File: src/hw/rtl/mlsd_pkg.sv
// Shared constants, codes and beat types of the LED scan driver.
package mlsd_pkg;

  localparam int unsigned NumLeds   = 3;
  localparam int unsigned FullLevel = 5;

  localparam int unsigned CfgIdxW  = 3;
  localparam int unsigned CfgDataW = 16;
  localparam int unsigned BlinkW   = 16;
  localparam int unsigned LevelW   = 3;

  localparam logic [BlinkW-1:0] BlinkIvlRst = 16'd333;
  localparam logic [LevelW-1:0] LevelRst    = 3'd5;

  typedef enum logic [1:0] {
    OpTick  = 2'd0,
    OpWrite = 2'd1,
    OpShl   = 2'd2,
    OpShr   = 2'd3
  } opcode_e;

  typedef enum logic [CfgIdxW-1:0] {
    RegScanEn    = 3'd0,
    RegBlinkIvl  = 3'd1,
    RegBlinkMask = 3'd2,
    RegLevel0    = 3'd3,
    RegLevel1    = 3'd4,
    RegLevel2    = 3'd5
  } cfg_reg_e;

  typedef logic [1:0] led_idx_t;

  typedef struct packed {
    logic [1:0] opcode;
    led_idx_t   position;
    logic       value_bit;
  } cmd_t;

  typedef struct packed {
    logic [1:0] pin_code;
    led_idx_t   scan_index;
    logic [2:0] pattern;
  } res_t;

  typedef struct packed {
    logic                we;
    logic [CfgIdxW-1:0]  idx;
    logic [CfgDataW-1:0] data;
  } cfg_wr_t;

endpackage

File: src/hw/rtl/mlsd_if.sv
// Valid/ready channel interfaces for command and result beats.
interface mlsd_cmd_if;
  logic       valid;
  logic       ready;
  logic [1:0] opcode;
  logic [1:0] position;
  logic       value_bit;

  modport source (output valid, output opcode, output position, output value_bit,
                  input ready);
  modport sink   (input valid, input opcode, input position, input value_bit,
                  output ready);
endinterface

interface mlsd_res_if;
  logic       valid;
  logic       ready;
  logic [1:0] pin_code;
  logic [1:0] scan_index;
  logic [2:0] pattern;

  modport source (output valid, output pin_code, output scan_index, output pattern,
                  input ready);
  modport sink   (input valid, input pin_code, input scan_index, input pattern,
                  output ready);
endinterface

File: src/hw/rtl/mlsd_core.sv
// Scan state, blink and dim counters, pattern bits and config registers.
module mlsd_core (
  input  logic             clk_i,
  input  logic             rst_ni,
  input  mlsd_pkg::cfg_wr_t cfg_i,
  input  logic             fire_i,
  input  mlsd_pkg::cmd_t   cmd_i,
  output mlsd_pkg::res_t   res_o
);
  import mlsd_pkg::*;

  logic                scan_en_q, scan_en_d;
  logic [BlinkW-1:0]   ivl_q, ivl_d;
  logic [NumLeds-1:0]  mask_q, mask_d;
  logic [LevelW-1:0]   level_q [NumLeds];
  logic [LevelW-1:0]   level_d [NumLeds];

  led_idx_t            pos_q, pos_d;
  logic [NumLeds-1:0]  bits_q, bits_d;
  logic [BlinkW-1:0]   cnt_q [NumLeds];
  logic [BlinkW-1:0]   cnt_d [NumLeds];
  logic [NumLeds-1:0]  phase_q, phase_d;
  logic [LevelW-1:0]   dim_q [NumLeds];
  logic [LevelW-1:0]   dim_d [NumLeds];
  logic [1:0]          pins_q, pins_d;

  led_idx_t            nxt_pos;
  logic                tick;
  logic                blink_show;
  logic                shown;

  always_comb begin
    scan_en_d = scan_en_q;
    ivl_d     = ivl_q;
    mask_d    = mask_q;
    level_d   = level_q;
    pos_d     = pos_q;
    bits_d    = bits_q;
    cnt_d     = cnt_q;
    phase_d   = phase_q;
    dim_d     = dim_q;
    pins_d    = pins_q;

    tick       = fire_i && (cmd_i.opcode == OpTick) && scan_en_q;
    nxt_pos    = (pos_q == led_idx_t'(NumLeds - 1)) ? '0 : pos_q + 2'd1;
    blink_show = 1'b1;
    shown      = 1'b1;

    if (tick) begin
      pos_d = nxt_pos;
      // blink: count visits, toggle phase when the interval is reached
      if (mask_q[nxt_pos]) begin
        if (cnt_q[nxt_pos] < ivl_q) begin
          cnt_d[nxt_pos] = cnt_q[nxt_pos] + 16'd1;
        end else begin
          cnt_d[nxt_pos]   = '0;
          phase_d[nxt_pos] = ~phase_q[nxt_pos];
        end
        blink_show = ~phase_d[nxt_pos];
      end
      shown = blink_show;
      // dim: hide one visit in level+1, skip when blinking already hides
      if (blink_show && (32'(level_q[nxt_pos]) < FullLevel)) begin
        if (dim_q[nxt_pos] == level_q[nxt_pos]) begin
          dim_d[nxt_pos] = '0;
          shown          = 1'b0;
        end else begin
          dim_d[nxt_pos] = dim_q[nxt_pos] + 3'd1;
        end
      end
      pins_d = (shown && bits_q[nxt_pos]) ? nxt_pos + 2'd1 : 2'd0;
    end

    if (fire_i) begin
      case (cmd_i.opcode)
        OpWrite: begin
          if (32'(cmd_i.position) < NumLeds) begin
            bits_d[cmd_i.position] = cmd_i.value_bit;
          end
        end
        OpShl: begin
          for (int i = 0; i < NumLeds - 1; i++) begin
            bits_d[i] = bits_q[i+1];
          end
          bits_d[NumLeds-1] = cmd_i.value_bit;
        end
        OpShr: begin
          for (int i = NumLeds - 1; i > 0; i--) begin
            bits_d[i] = bits_q[i-1];
          end
          bits_d[0] = cmd_i.value_bit;
        end
        default: ;
      endcase
    end

    // config writes must arrive only while idle; the core itself does not enforce this
    if (cfg_i.we) begin
      case (cfg_i.idx)
        RegScanEn: scan_en_d = cfg_i.data[0];
        RegBlinkIvl: begin
          ivl_d = cfg_i.data[BlinkW-1:0];
          for (int i = 0; i < NumLeds; i++) cnt_d[i] = '0;
        end
        RegBlinkMask: begin
          mask_d  = cfg_i.data[NumLeds-1:0];
          phase_d = '0;
          for (int i = 0; i < NumLeds; i++) cnt_d[i] = '0;
        end
        RegLevel0: begin
          level_d[0] = cfg_i.data[LevelW-1:0];
          dim_d[0]   = '0;
        end
        RegLevel1: begin
          level_d[1] = cfg_i.data[LevelW-1:0];
          dim_d[1]   = '0;
        end
        RegLevel2: begin
          level_d[2] = cfg_i.data[LevelW-1:0];
          dim_d[2]   = '0;
        end
        default: ;
      endcase
    end
  end

  always_ff @(posedge clk_i or negedge rst_ni) begin
    if (!rst_ni) begin
      scan_en_q <= 1'b1;
      ivl_q     <= BlinkIvlRst;
      mask_q    <= '0;
      pos_q     <= '0;
      bits_q    <= '0;
      phase_q   <= '0;
      pins_q    <= '0;
      for (int i = 0; i < NumLeds; i++) begin
        level_q[i] <= LevelRst;
        cnt_q[i]   <= '0;
        dim_q[i]   <= '0;
      end
    end else begin
      scan_en_q <= scan_en_d;
      ivl_q     <= ivl_d;
      mask_q    <= mask_d;
      level_q   <= level_d;
      pos_q     <= pos_d;
      bits_q    <= bits_d;
      cnt_q     <= cnt_d;
      phase_q   <= phase_d;
      dim_q     <= dim_d;
      pins_q    <= pins_d;
    end
  end

  always_comb begin
    res_o.pin_code              = pins_d;
    res_o.scan_index            = pos_d;
    res_o.pattern               = '0;
    res_o.pattern[NumLeds-1:0]  = bits_d;
  end

endmodule

File: src/hw/rtl/multiplexed_led_scan_driver.sv
// Top level of the multiplexed LED scan driver with blink and dimming.
//
//   channel   dir   beat fields                        handshake
//   cmd_i     in    opcode, position, value_bit        valid/ready
//   res_o     out   pin_code, scan_index, pattern      valid/ready
//   cfg_*_i   in    cfg_we_i, cfg_idx_i, cfg_data_i     write enable, no wait
//
// One beat per clock sustained while res_o is ready; a command passes from accept
// to result through the input register, then the core update into the result register.
// The input stage refills in the same cycle the result register drains, so
// a stalled result holds the pipe without dropping a beat.
// Reset (rst_ni low, asynchronous) empties both stages and restores the
// register defaults: scan on, blink interval 333, no blinking, full levels.
module multiplexed_led_scan_driver (
  input  logic                               clk_i,
  input  logic                               rst_ni,
  input  logic                               cfg_we_i,
  input  logic [mlsd_pkg::CfgIdxW-1:0]       cfg_idx_i,
  input  logic [mlsd_pkg::CfgDataW-1:0]      cfg_data_i,
  mlsd_cmd_if.sink                           cmd_i,
  mlsd_res_if.source                         res_o
);
  import mlsd_pkg::*;

  logic    s1_valid_q;
  cmd_t    s1_cmd_q;
  logic    out_valid_q;
  res_t    out_res_q;
  res_t    core_res;
  cfg_wr_t cfg_wr;
  logic    out_free;
  logic    s1_fire;

  // Advance the input stage whenever the result register is empty or draining.
  assign out_free    = !out_valid_q || res_o.ready;
  assign s1_fire     = s1_valid_q && out_free;
  assign cmd_i.ready = !s1_valid_q || out_free;

  assign cfg_wr.we   = cfg_we_i;
  assign cfg_wr.idx  = cfg_idx_i;
  assign cfg_wr.data = cfg_data_i;

  always_ff @(posedge clk_i or negedge rst_ni) begin
    if (!rst_ni) begin
      s1_valid_q <= 1'b0;
    end else if (cmd_i.ready) begin
      s1_valid_q <= cmd_i.valid;
    end
  end

  // Capture the command beat; payload needs no reset.
  always_ff @(posedge clk_i) begin
    if (cmd_i.valid && cmd_i.ready) begin
      s1_cmd_q.opcode    <= cmd_i.opcode;
      s1_cmd_q.position  <= cmd_i.position;
      s1_cmd_q.value_bit <= cmd_i.value_bit;
    end
  end

  // The core's scan and pattern state changes only on the cycle the staged command moves on.
  mlsd_core u_core (
    .clk_i  (clk_i),
    .rst_ni (rst_ni),
    .cfg_i  (cfg_wr),
    .fire_i (s1_fire),
    .cmd_i  (s1_cmd_q),
    .res_o  (core_res)
  );

  always_ff @(posedge clk_i or negedge rst_ni) begin
    if (!rst_ni) begin
      out_valid_q <= 1'b0;
    end else if (s1_fire) begin
      out_valid_q <= 1'b1;
    end else if (res_o.ready) begin
      out_valid_q <= 1'b0;
    end
  end

  always_ff @(posedge clk_i) begin
    if (s1_fire) begin
      out_res_q <= core_res;
    end
  end

  assign res_o.valid      = out_valid_q;
  assign res_o.pin_code   = out_res_q.pin_code;
  assign res_o.scan_index = out_res_q.scan_index;
  assign res_o.pattern    = out_res_q.pattern;

  // Lit pins always name the scanned LED.
  a_pin_matches_scan : assert property (@(posedge clk_i) disable iff (!rst_ni)
    (res_o.valid && res_o.pin_code != 2'd0) |->
      (res_o.pin_code == res_o.scan_index + 2'd1))
    else $error("pin code does not match scan index");

  // Full pipe with a stalled result must back-pressure the command side.
  a_stall_blocks_input : assert property (@(posedge clk_i) disable iff (!rst_ni)
    (s1_valid_q && out_valid_q && !res_o.ready) |-> !cmd_i.ready)
    else $error("command accepted while pipe is full and stalled");

  // A staged command becomes a result beat on the next cycle it moves.
  a_fire_fills_output : assert property (@(posedge clk_i) disable iff (!rst_ni)
    s1_fire |=> out_valid_q)
    else $error("staged command lost");

endmodule

File: src/flat_wrapper.sv
// flat-port wrapper written by rule: the top's interface ports become plain ports
module multiplexed_led_scan_driver_flat import mlsd_pkg::*;
  (clk_i, rst_ni, cfg_we_i, cfg_idx_i, cfg_data_i, cmd_i_valid, cmd_i_opcode, cmd_i_position, cmd_i_value_bit, cmd_i_ready, res_o_valid, res_o_pin_code, res_o_scan_index, res_o_pattern, res_o_ready);
  mlsd_cmd_if cmd_i_i ();
  mlsd_res_if res_o_i ();
  input  logic clk_i;
  input  logic rst_ni;
  input  logic cfg_we_i;
  input  logic [mlsd_pkg::CfgIdxW-1:0] cfg_idx_i;
  input  logic [mlsd_pkg::CfgDataW-1:0] cfg_data_i;
  input wire logic [$bits(cmd_i_i.valid)-1:0] cmd_i_valid;
  input wire logic [$bits(cmd_i_i.opcode)-1:0] cmd_i_opcode;
  input wire logic [$bits(cmd_i_i.position)-1:0] cmd_i_position;
  input wire logic [$bits(cmd_i_i.value_bit)-1:0] cmd_i_value_bit;
  output wire logic [$bits(cmd_i_i.ready)-1:0] cmd_i_ready;
  output wire logic [$bits(res_o_i.valid)-1:0] res_o_valid;
  output wire logic [$bits(res_o_i.pin_code)-1:0] res_o_pin_code;
  output wire logic [$bits(res_o_i.scan_index)-1:0] res_o_scan_index;
  output wire logic [$bits(res_o_i.pattern)-1:0] res_o_pattern;
  input wire logic [$bits(res_o_i.ready)-1:0] res_o_ready;
  assign cmd_i_i.valid = cmd_i_valid;
  assign cmd_i_i.opcode = cmd_i_opcode;
  assign cmd_i_i.position = cmd_i_position;
  assign cmd_i_i.value_bit = cmd_i_value_bit;
  assign cmd_i_ready = cmd_i_i.ready;
  assign res_o_valid = res_o_i.valid;
  assign res_o_pin_code = res_o_i.pin_code;
  assign res_o_scan_index = res_o_i.scan_index;
  assign res_o_pattern = res_o_i.pattern;
  assign res_o_i.ready = res_o_ready;
  multiplexed_led_scan_driver u_core (.clk_i(clk_i), .rst_ni(rst_ni), .cfg_we_i(cfg_we_i), .cfg_idx_i(cfg_idx_i), .cfg_data_i(cfg_data_i), .cmd_i(cmd_i_i), .res_o(res_o_i));
endmodule
File: config.mk
export PLATFORM = sky130hd
export DESIGN_NAME = multiplexed_led_scan_driver_flat
export DESIGN_NICKNAME = d
export VERILOG_FILES = /design/src/hw/rtl/mlsd_pkg.sv /design/src/hw/rtl/mlsd_if.sv /design/src/hw/rtl/mlsd_core.sv /design/src/hw/rtl/multiplexed_led_scan_driver.sv /design/src/flat_wrapper.sv
export SDC_FILE = /design/constraint.sdc
export NUM_CORES = 1
export LEC_CHECK = 0
export BUFFER_PORTS_ARGS = -buffer_cell sky130_fd_sc_hd__buf_2
export CAP_MARGIN = 15
export CORE_ASPECT_RATIO = 0.7
export CORE_MARGIN = 8
export CORE_UTILIZATION = 35
export DETAILED_ROUTE_END_ITERATION = 10
export GPL_ROUTABILITY_DRIVEN = 0
export MAX_ROUTING_LAYER = met4
export PLACE_DENSITY = 0.56
export SLEW_MARGIN = 20
export SYNTH_ARGS = -nofsm -noshare
export SYNTH_HDL_FRONTEND = slang
export SYNTH_SLANG_ARGS = --single-unit
File: constraint.sdc
create_clock -name clk_i -period 6.07 [get_ports clk_i]
set_input_delay 0 -clock clk_i [delete_from_list [all_inputs] [get_ports clk_i]]
set_output_delay 0 -clock clk_i [all_outputs]
set_load 0.005 [all_outputs]
; ---- Yosys cells after proc, flatten, opt, wreduce, memory -nomap -nowiden
; Cells that the tools add are included.
; W data, S select, Z words.
[totals]
reg_bits = 110
input_bits = 29
[op_classes]
n_addsub = 4
n_lt_le_gt_ge = 9
n_eq_ne = 10
muxes = 62
bitwise_logic = 7
n_reduce_logical = 23
[ops]
columns = cell, n
row1 = $mux W48, 5
row2 = $mux W3, 17
row3 = $and A48 B48 Y48, 1
row4 = $bwmux W48, 1
row5 = $mux W16, 3
row6 = $not A48 Y48, 1
row7 = $mux W9, 4
row8 = $bmux W16 S2, 1
row9 = $demux W16 S2, 1
row10 = $add A16 B1 Y16 const B, 1
row11 = $lt A16 B16 Y1, 1
row12 = $mux W1, 13
row13 = $bmux W3 S2, 2
row14 = $reduce_and A2 Y1, 6
row15 = $and A9 B9 Y9, 1
row16 = $bwmux W9, 1
row17 = $logic_and A1 B1 Y1, 9
row18 = $not A9 Y9, 1
row19 = $pmux W3 S3, 1
row20 = $bmux W1 S2, 4
row21 = $mux W2, 4
row22 = $bwmux W3, 2
row23 = $demux W3 S2, 1
row24 = $eq A2 B2 Y1 const B, 3
row25 = other kinds (22), 31

; ---- Logic depth before layout (Yosys ltp)
; Gate-level depths: netlist of the first run.
[depth]
depth_word = 21
depth_mapped = 16
depth_no_buf = 12

; ---- Cells and area by module
; Synthesis of the first run repeated with hierarchy kept, for this count alone.
[unflattened]
cells_unflattened = 613
area_unflattened_um2 = 5919.4
[modules_own_cells]
columns = mod, instances, cells_each, area_per_inst_um2, seq_area_each_um2
row1 = mlsd_core, 1, 593, 5455.2, 2417.3
row2 = multiplexed_led_scan_driver, 1, 20, 464.2, 410.4

; ---- Least setup slack after synthesis of the first run
; No wires, ideal clock.
[synth_timing]
path_kind = register to register
from = register u_core.u_core.pos_q[0]
to = register u_core.u_core.dim_q[2] (netlist bit)
arrival_time_ns = 3.701
required_time_ns = 5.945
path_slack_ns = 2.244
path_stages_with_launch = 14
n_path_buf = 3
period_less_slack_ns = 3.826
path_cell_list = dfrtp_1 > buf_2 > buf_2 > mux2_2 > mux2i_1 > inv_1 > ha_1 > or4b_1 > a211o_1 > a211o_1 > buf_6 > mux2i_1 > nor4_1 > mux2_4
[synth_lines]
columns = item, line_no
row1 = from (decl), mlsd_core.sv:18  ; led_idx_t pos_q, pos_d;
row2 = from (signal assigned), mlsd_core.sv:146  ; pos_q <= pos_d;
row3 = to (signal assigned), mlsd_core.sv:150  ; dim_q <= dim_d;
row4 = to (decl), mlsd_core.sv:23  ; logic [LevelW-1:0] dim_q [NumLeds];

==> run metrics, run 1 <==
final net count=696; Final Util=41.50%; WHS Endpoint=u_core.u_core.scan_en_q; H-tree depth=3; Inst Count DP=839; Remaining DRCs=0; Post-Layout Cell Count=880; Startpoint Class=flop; setup_tns=0 ns; Reg2Reg Capture Point=u_core.u_core.dim_q[2]; Syn Inst Count=601; fin worst setup slack=1.221 ns; Area after DPL=6256 um2; CP endpoint kind=flop; layout cells sized above 1=15.42%; Fin. Hold Viols=0; DIE AREA=21,250 um2; fmax=0.2062 GHz; # port buffers=37; Final period util=79.89%; FP Rows=39; Max-Cap Viols=0; r2r setup slk=1.22 ns; total track usage=14.96%; clk_lat worst skew=0.35 ns; router iterations before antenna repair=5; area grow syn2layout=15.83%; setup violators final=0; Syn Nets=647; clock buffers created by TritonCTS=9; Post-synth EDFFs=12; Worst Path Arrival=5.09 ns; CP required=6.31 ns; Max-slew headroom=24.81%; Area contributors post-synth=dfrtp_1 (37%), edfxtp_1 (6.1%), mux2i_1 (5.6%); total grt overflow=0; Sink Count=110; largest net degree at the start of global routing=53; Hold Crit Depth=3; Ys Warns=0; critical path class=flop to flop; Slew @ Worst Pin=1.125 ns; cts repair resizes=0; vias in the first global route=4,756; Reg2Reg Depth=11; fillers=1,602; async set or reset register ratio after synthesis=89.09%; Die W=170.8 um; Yosys cell types=48; status=completed; Clock transition at path regs=0.07 ns; post-DR vias/cell=5.300; HP Class=input port to flop; Core Box Area=16,400 um2; Slew Limit Fails=0; Starting Density=35.83%; reg2reg start=u_core.u_core.pos_q[0]; Period minus WS final=4.849 ns; worst vdd ir=121.6 uV; Post-Layout Inst Area=6804 um2; #FFs+latches synth=110; Die Span Y=124.4 um; post-route ant nets=0; pre-CTS WS=1.254 ns; Leakage Power=0.002982 uW; synthesized area=5874 um2; share of the synthesized area in the top cell type=36.63%; RSZ-0062 raised after global routing=false; Avg Inst Size Synth=9.774 um2; IO Pins=38; sequential share of the synthesized area=48.14%; first-pass GRT wire length=25,070 um; DRT iter0 DRCs=421; diodes inserted=0; worst-path fanout max=19; ys flop type=dfrtp_1; CTS tree=yes; total wire length=15,050 um; via count=4,664; Worst Hold Launch=cfg_idx_i[0]; Yosys top cell by area=dfrtp_1; Clock Path Buffers=2; Clk Tree Root Cell=clkbuf_16; Fin Clk Skew=0.007426 ns; antenna violations before repair=0; Post-DP HPWL=10,490 um; WL/cell=17.10 um; PD cells=289.7 nW/um2
==> metal layers <==
metal | part of all wire (%) | track usage, %
met1 | 53 | 22.30
met3 | 5.1 | 2.755
met2 | 41 | 20.66
met5 | 0 | -
met4 | 0.80 | 2.958
==> worst max path at each step <==
stage / start / cells after the start / end / slack, ns
2_1_floorplan: u_core.u_core.pos_q[0] / 13 / u_core.u_core.dim_q[2] / 2.24
3_5_place_dp: u_core.u_core.pos_q[0] / 11 / u_core.u_core.dim_q[2] / 1.25
4_1_cts: u_core.u_core.pos_q[0] / 11 / u_core.u_core.dim_q[2] / 1.24
5_1_grt: u_core.u_core.pos_q[0] / 11 / u_core.u_core.dim_q[2] / 0.86
6_report: u_core.u_core.pos_q[0] / 11 / u_core.u_core.dim_q[2] / 1.22
3_3_place_gp: u_core.u_core.pos_q[0] / 11 / u_core.u_core.dim_q[2] / 1.50
==> report_power, final <==
group / leakage, uW / internal [uW] / switching, uW / total (uW)
registers: 0.00140 / 838 / 72.0 / 910
logic: 0.00143 / 186 / 278 / 464
clock network: 0.000148 / 322 / 275 / 597
==> placed cells by master (no fill, tap or decap), types with 5 or more instances in the layout <==
cell           Yosys  routed
buf_2              7      36
nor2_1            37      36
buf_4              0       6
nand2_1           81      81
mux2_2            21      21
nand2b_1           6       6
nand3_1           25      25
a32o_1            18      18
mux2i_1           33      33
edfxtp_1          12      12
o21ai_0           42      42
o21ai_1            6       6
a21oi_1           39      39
a22oi_1            6       6
xnor2_1           13      13
ha_1              17      17
dfstp_2           12      12
nand4_1            7       7
or3_1              8       8
o211ai_1           5       5
clkbuf_16          0       9
and3_1             6       6
nor3_1            11      11
dlygate4sd3_1      0      25
and2_1             5       5
xor2_1             5       5
dfrtp_1           86      86
nor4_1             5       5
inv_1             27      27
==> through the flow <==
stage | power (uW) | hold WS [ns]
CTS | 1988 | 0.03697
global route | 2073 | 0.07282
global placement | 1360 | 0.06570
finish | 1971 | 0.05628
floorplan | 1220 | -0.2956
detailed placement | 1370 | 0.07915
==> logic make-up after synthesis <==
family,Yosys count,share of synthesized area (%)
flip-flops,110,48.14
XOR/XNOR,18,2.684
AND/OR/NAND/NOR,210,17.19
adder cells (fa/ha/maj),17,3.621
buffers and inverters,56,3.855
multiplexers,56,10.16
AO/OA/AOI/OAI,134,14.36
==> critical path: stages (launching register included) <==
cell and delay [ns]:
dfrtp_1 1.03, mux2_2 0.42, mux2i_1 0.37, inv_1 0.09, ha_1 0.33, nand2_1 0.06, o21ai_0 0.37, and2_1 0.31
a211o_1 0.60, mux2i_1 0.18, nor4_1 0.61, mux2_4 0.35
==> sequential cells by signal, summed over array words and instances, names as in the netlist <==
signal / cells
u_core.res_o.pattern: 3
u_core.res_o.pin_code: 2
u_core.res_o.scan_index: 2
u_core.res_o.valid: 1
u_core.s1_cmd_q: 5
u_core.s1_valid_q: 1
u_core.u_core.bits_q: 3
u_core.u_core.cnt_q: 48
u_core.u_core.dim_q: 9
u_core.u_core.ivl_q: 16
u_core.u_core.level_q: 9
u_core.u_core.mask_q: 3
u_core.u_core.phase_q: 3
u_core.u_core.pins_q: 2
u_core.u_core.pos_q: 2
u_core.u_core.scan_en_q: 1
==> cell type report <==
type	instances	area, um2	area share (%)
Clock buffer	9	225.2	3.310
Clock inverter	7	70.07	1.030
Inverter	27	101.3	1.490
Multi-Input combinational cell	435	2823	41.49
Sequential cell	110	2828	41.56
Tap cell	225	281.5	4.138
Timing Repair Buffer	67	475.5	6.988
==> synth_stat cells, types with 5 or more instances <==
library cell and n:
and2_1 5, edfxtp_1 12, buf_2 7, nand3_1 25, o21ai_0 42, dfrtp_1 86
clkbuf_1 21, or3_1 8, and3_1 6, nor3_1 11, nand4_1 7, xnor2_1 13
o21ai_1 6, nor4_1 5, inv_1 27, a22oi_1 6, mux2i_1 33, a21oi_1 39
xor2_1 5, nand2b_1 6, a32o_1 18, dfstp_2 12, mux2_2 21, nor2_1 37
ha_1 17, o211ai_1 5, nand2_1 81
==> repair_timing <==
item	CTS	global route
hold buffers	25	0
hold endpoints to repair	87	0
setup endpoints to repair	0	0
setup buffers	0	0
Note: power is estimated with default switching activity, not from simulation.
==> inputs of run 2 (changes only) <==
--- a/config.mk
+++ b/config.mk
@@ -5,6 +5,7 @@
 export SDC_FILE = /design/constraint.sdc
 export NUM_CORES = 1
 export LEC_CHECK = 0
+export ABC_AREA = 1
 export BUFFER_PORTS_ARGS = -buffer_cell sky130_fd_sc_hd__buf_2
 export CAP_MARGIN = 15
 export CORE_ASPECT_RATIO = 0.7
==> constraint.sdc (replaced) <==
create_clock -name clk_i -period 4.9 [get_ports clk_i]
set_input_delay 0 -clock clk_i [delete_from_list [all_inputs] [get_ports clk_i]]
set_output_delay 0 -clock clk_i [all_outputs]
set_load 0.005 [all_outputs]
==> run 2 against run 1 <==
Compared with the run above:
- die area grew 5.5%
- highest routed layer unchanged
- design area grew 6.0%
- critical path type unchanged
- sequential share of layout area is 2.4 points lower
- count of clock-buffer cells in the layout unchanged
- clock power up 31%
- cell count rose by 19%
- worst setup slack gained 0.035 ns
- total power up 120%
- via count increased by 17%
- global-route usage grew 1.1 points
- core utilization is 0.85 points lower
==> run metrics, run 2 <==
Ys Warns=0; Reg with most FFs=u_core.u_core.cnt_q; post-DR vias/cell=5.211; Clock Path Buffers=2; Slew @ Worst Pin=0.9573 ns; Leakage Power=0.003308 uW; total track usage=16.03%; Post-DP HPWL=11,400 um; RSZ-0062 raised after global routing=false; most instantiated cells after synthesis=nand2_1 (110), a21oi_1 (99), o21ai_0 (87); Starting Density=35.15%; #FFs+latches synth=110; Max-Cap Viols=0; Post-Layout Inst Area=7216 um2; Post-Layout Cell Count=1,049; diodes inserted=0; CTS tree=yes; fillers=1,881; Reg2Reg Depth=16; area of the multi-input gates=2895 um2; vias in the first global route=5,352; biggest regs=u_core.u_core.cnt_q (48), u_core.u_core.ivl_q (16); WHS Endpoint=u_core.u_core.cnt_q[2]; WL/cell=16.43 um; largest net degree at the start of global routing=64; most common cell in the synthesized netlist=nand2_1; Area contributors post-synth=dfrtp_1 (34%), a21oi_1 (7.9%), o21ai_0 (7.0%); sequential share of the synthesized area=45.32%; Die Span Y=127.7 um; most frequent cells in the layout=nand2_1 (109), a21oi_1 (99), o21ai_0 (87), dfrtp_1 (86), inv_1 (82); critical path class=flop to flop; r2r setup slk=1.26 ns; Worst Path Arrival=3.85 ns; met2 wire len=7276 um; ys flop type=dfrtp_1; most common cell after layout, fill and taps aside=nand2_1; FF/Latch Area=2828 um2; setup_tns=0 ns; Worst Hold Launch=cfg_we_i; FP Rows=41; number of post-CTS setup repair buffers=0; max reg flops=48; CP peak stage delay=0.47 ns; DRT iter0 DRCs=378; Clock transition at path regs=0.08 ns; Slowest-stage cell, CP=dfrtp_1; clk_lat worst skew=0.35 ns; cts repair resizes=0; Top delay family on crit path=simple AND/OR/NAND/NOR gates; area grow syn2layout=15.64%; worst vdd ir=260.6 uV; Die W=175.6 um; CP bufs+invs=2; post-route ant nets=0; status=completed; Fin. Hold Viols=0; clock buffers created by TritonCTS=9; Reg2Reg Capture Point=u_core.u_core.dim_q[6]; Core Box Area=17,750 um2; WL met3=607 um; HP Class=input port to flop; WHS=0.2476 ns; Remaining DRCs=0; router iterations before antenna repair=4; Fin Clk Skew=0.01189 ns; setup violators final=0; H-tree depth=3; Clk Tree Root Cell=clkbuf_16; fmax=0.2744 GHz; IO Pins=38; Startpoint Class=flop; reg2reg start=u_core.u_core.pos_q[1]; first-pass GRT wire length=28,340 um; Avg Inst Size Synth=8.210 um2; Period minus WS final=3.644 ns; CP endpoint kind=flop; crit-path most repeated cell=nand3_1; Post-CTS Hold Fix Bufs=29; Syn Nets=806; worst-path cell chain=nor2_8, inv_4, or2_1, o221ai_1, inv_2, ha_1, a21oi_1, o21ai_0, a21oi_1, nand3_1, nand3_1, nand3_1, nand2_2, nand3_1, nand2_1, a21oi_1; synthesized area=6240 um2; Post-synth EDFFs=12; DIE AREA=22,420 um2; Slew Limit Fails=0; Hold Crit Depth=2; Syn Inst Count=760; WP depth=16; via count=5,466; Inst Count DP=1,004; antenna violations before repair=0; Yosys cell types=46; Final period util=74.38%; PD cells=595.3 nW/um2; layout cells sized above 1=13.65%; Sink Count=110; worst-path fanout max=19; total wire length=17,230 um; total grt overflow=0; final net count=854; highest routed layer=met4; Area after DPL=6606 um2; wire length on met1=9226 um; # port buffers=37; async set or reset register ratio after synthesis=89.09%; CP required=5.11 ns; share of the synthesized area in the top cell type=34.49%; Max-slew headroom=36.18%; Yosys top cell by area=dfrtp_1
[run 2: stage by stage]
step,util (%),power [uW],worst slack (ns)
6_report,40.65,4295,1.256
5_1_grt,40.65,4640,0.9132
4_1_cts,40.64,4302,1.280
3_5_place_dp,37.22,3482,1.301
3_3_place_gp,37.22,3481,1.320
2_1_floorplan,-,2943,1.971
[run 2: power breakdown]
part	leakage [uW]	internal, uW	switching [uW]
combinational	0.00179	678	1510
clock	0.000151	410	373
sequential	0.00136	1170	150
total	0.00331	2260	2040
[run 2: cell families after synthesis]
logic type / Yosys count / synth area share (%)
and+or+nand+nor: 226 / 16.52
xor gates and xnor gates: 18 / 2.527
buffers and inverters: 129 / 8.462
AOI/OAI and AO/OA: 260 / 23.76
adders and majority gates: 17 / 3.409
DFF: 110 / 45.32
[run 2: worst max-delay path by stage]
stage                                       from                  endpoint
after floorplan           u_core.u_core.pos_q[1]  u_core.res_o.pin_code[0]
after global placement    u_core.u_core.pos_q[1]    u_core.u_core.dim_q[6]
after detailed placement  u_core.u_core.pos_q[1]    u_core.u_core.dim_q[6]
after CTS                 u_core.u_core.pos_q[1]    u_core.u_core.dim_q[6]
after global routing      u_core.u_core.pos_q[1]    u_core.u_core.dim_q[2]
final                     u_core.u_core.pos_q[1]    u_core.u_core.dim_q[6]
[run 2: cell type report]
cell class | instances | area share [%]
Tap cell | 236 | 4.092
Clock inverter | 7 | 1.266
Timing Repair Buffer | 72 | 7.248
Sequential cell | 110 | 39.19
Clock buffer | 9 | 3.121
Multi-Input combinational cell | 521 | 40.12
Inverter | 94 | 4.959
[run 2: metal layers]
metal  up-vias  track usage (%)
met5         -                -
met4         0            3.131
met3        12            2.413
met2       115            23.14
met1      2642            23.46
li1       2697                -
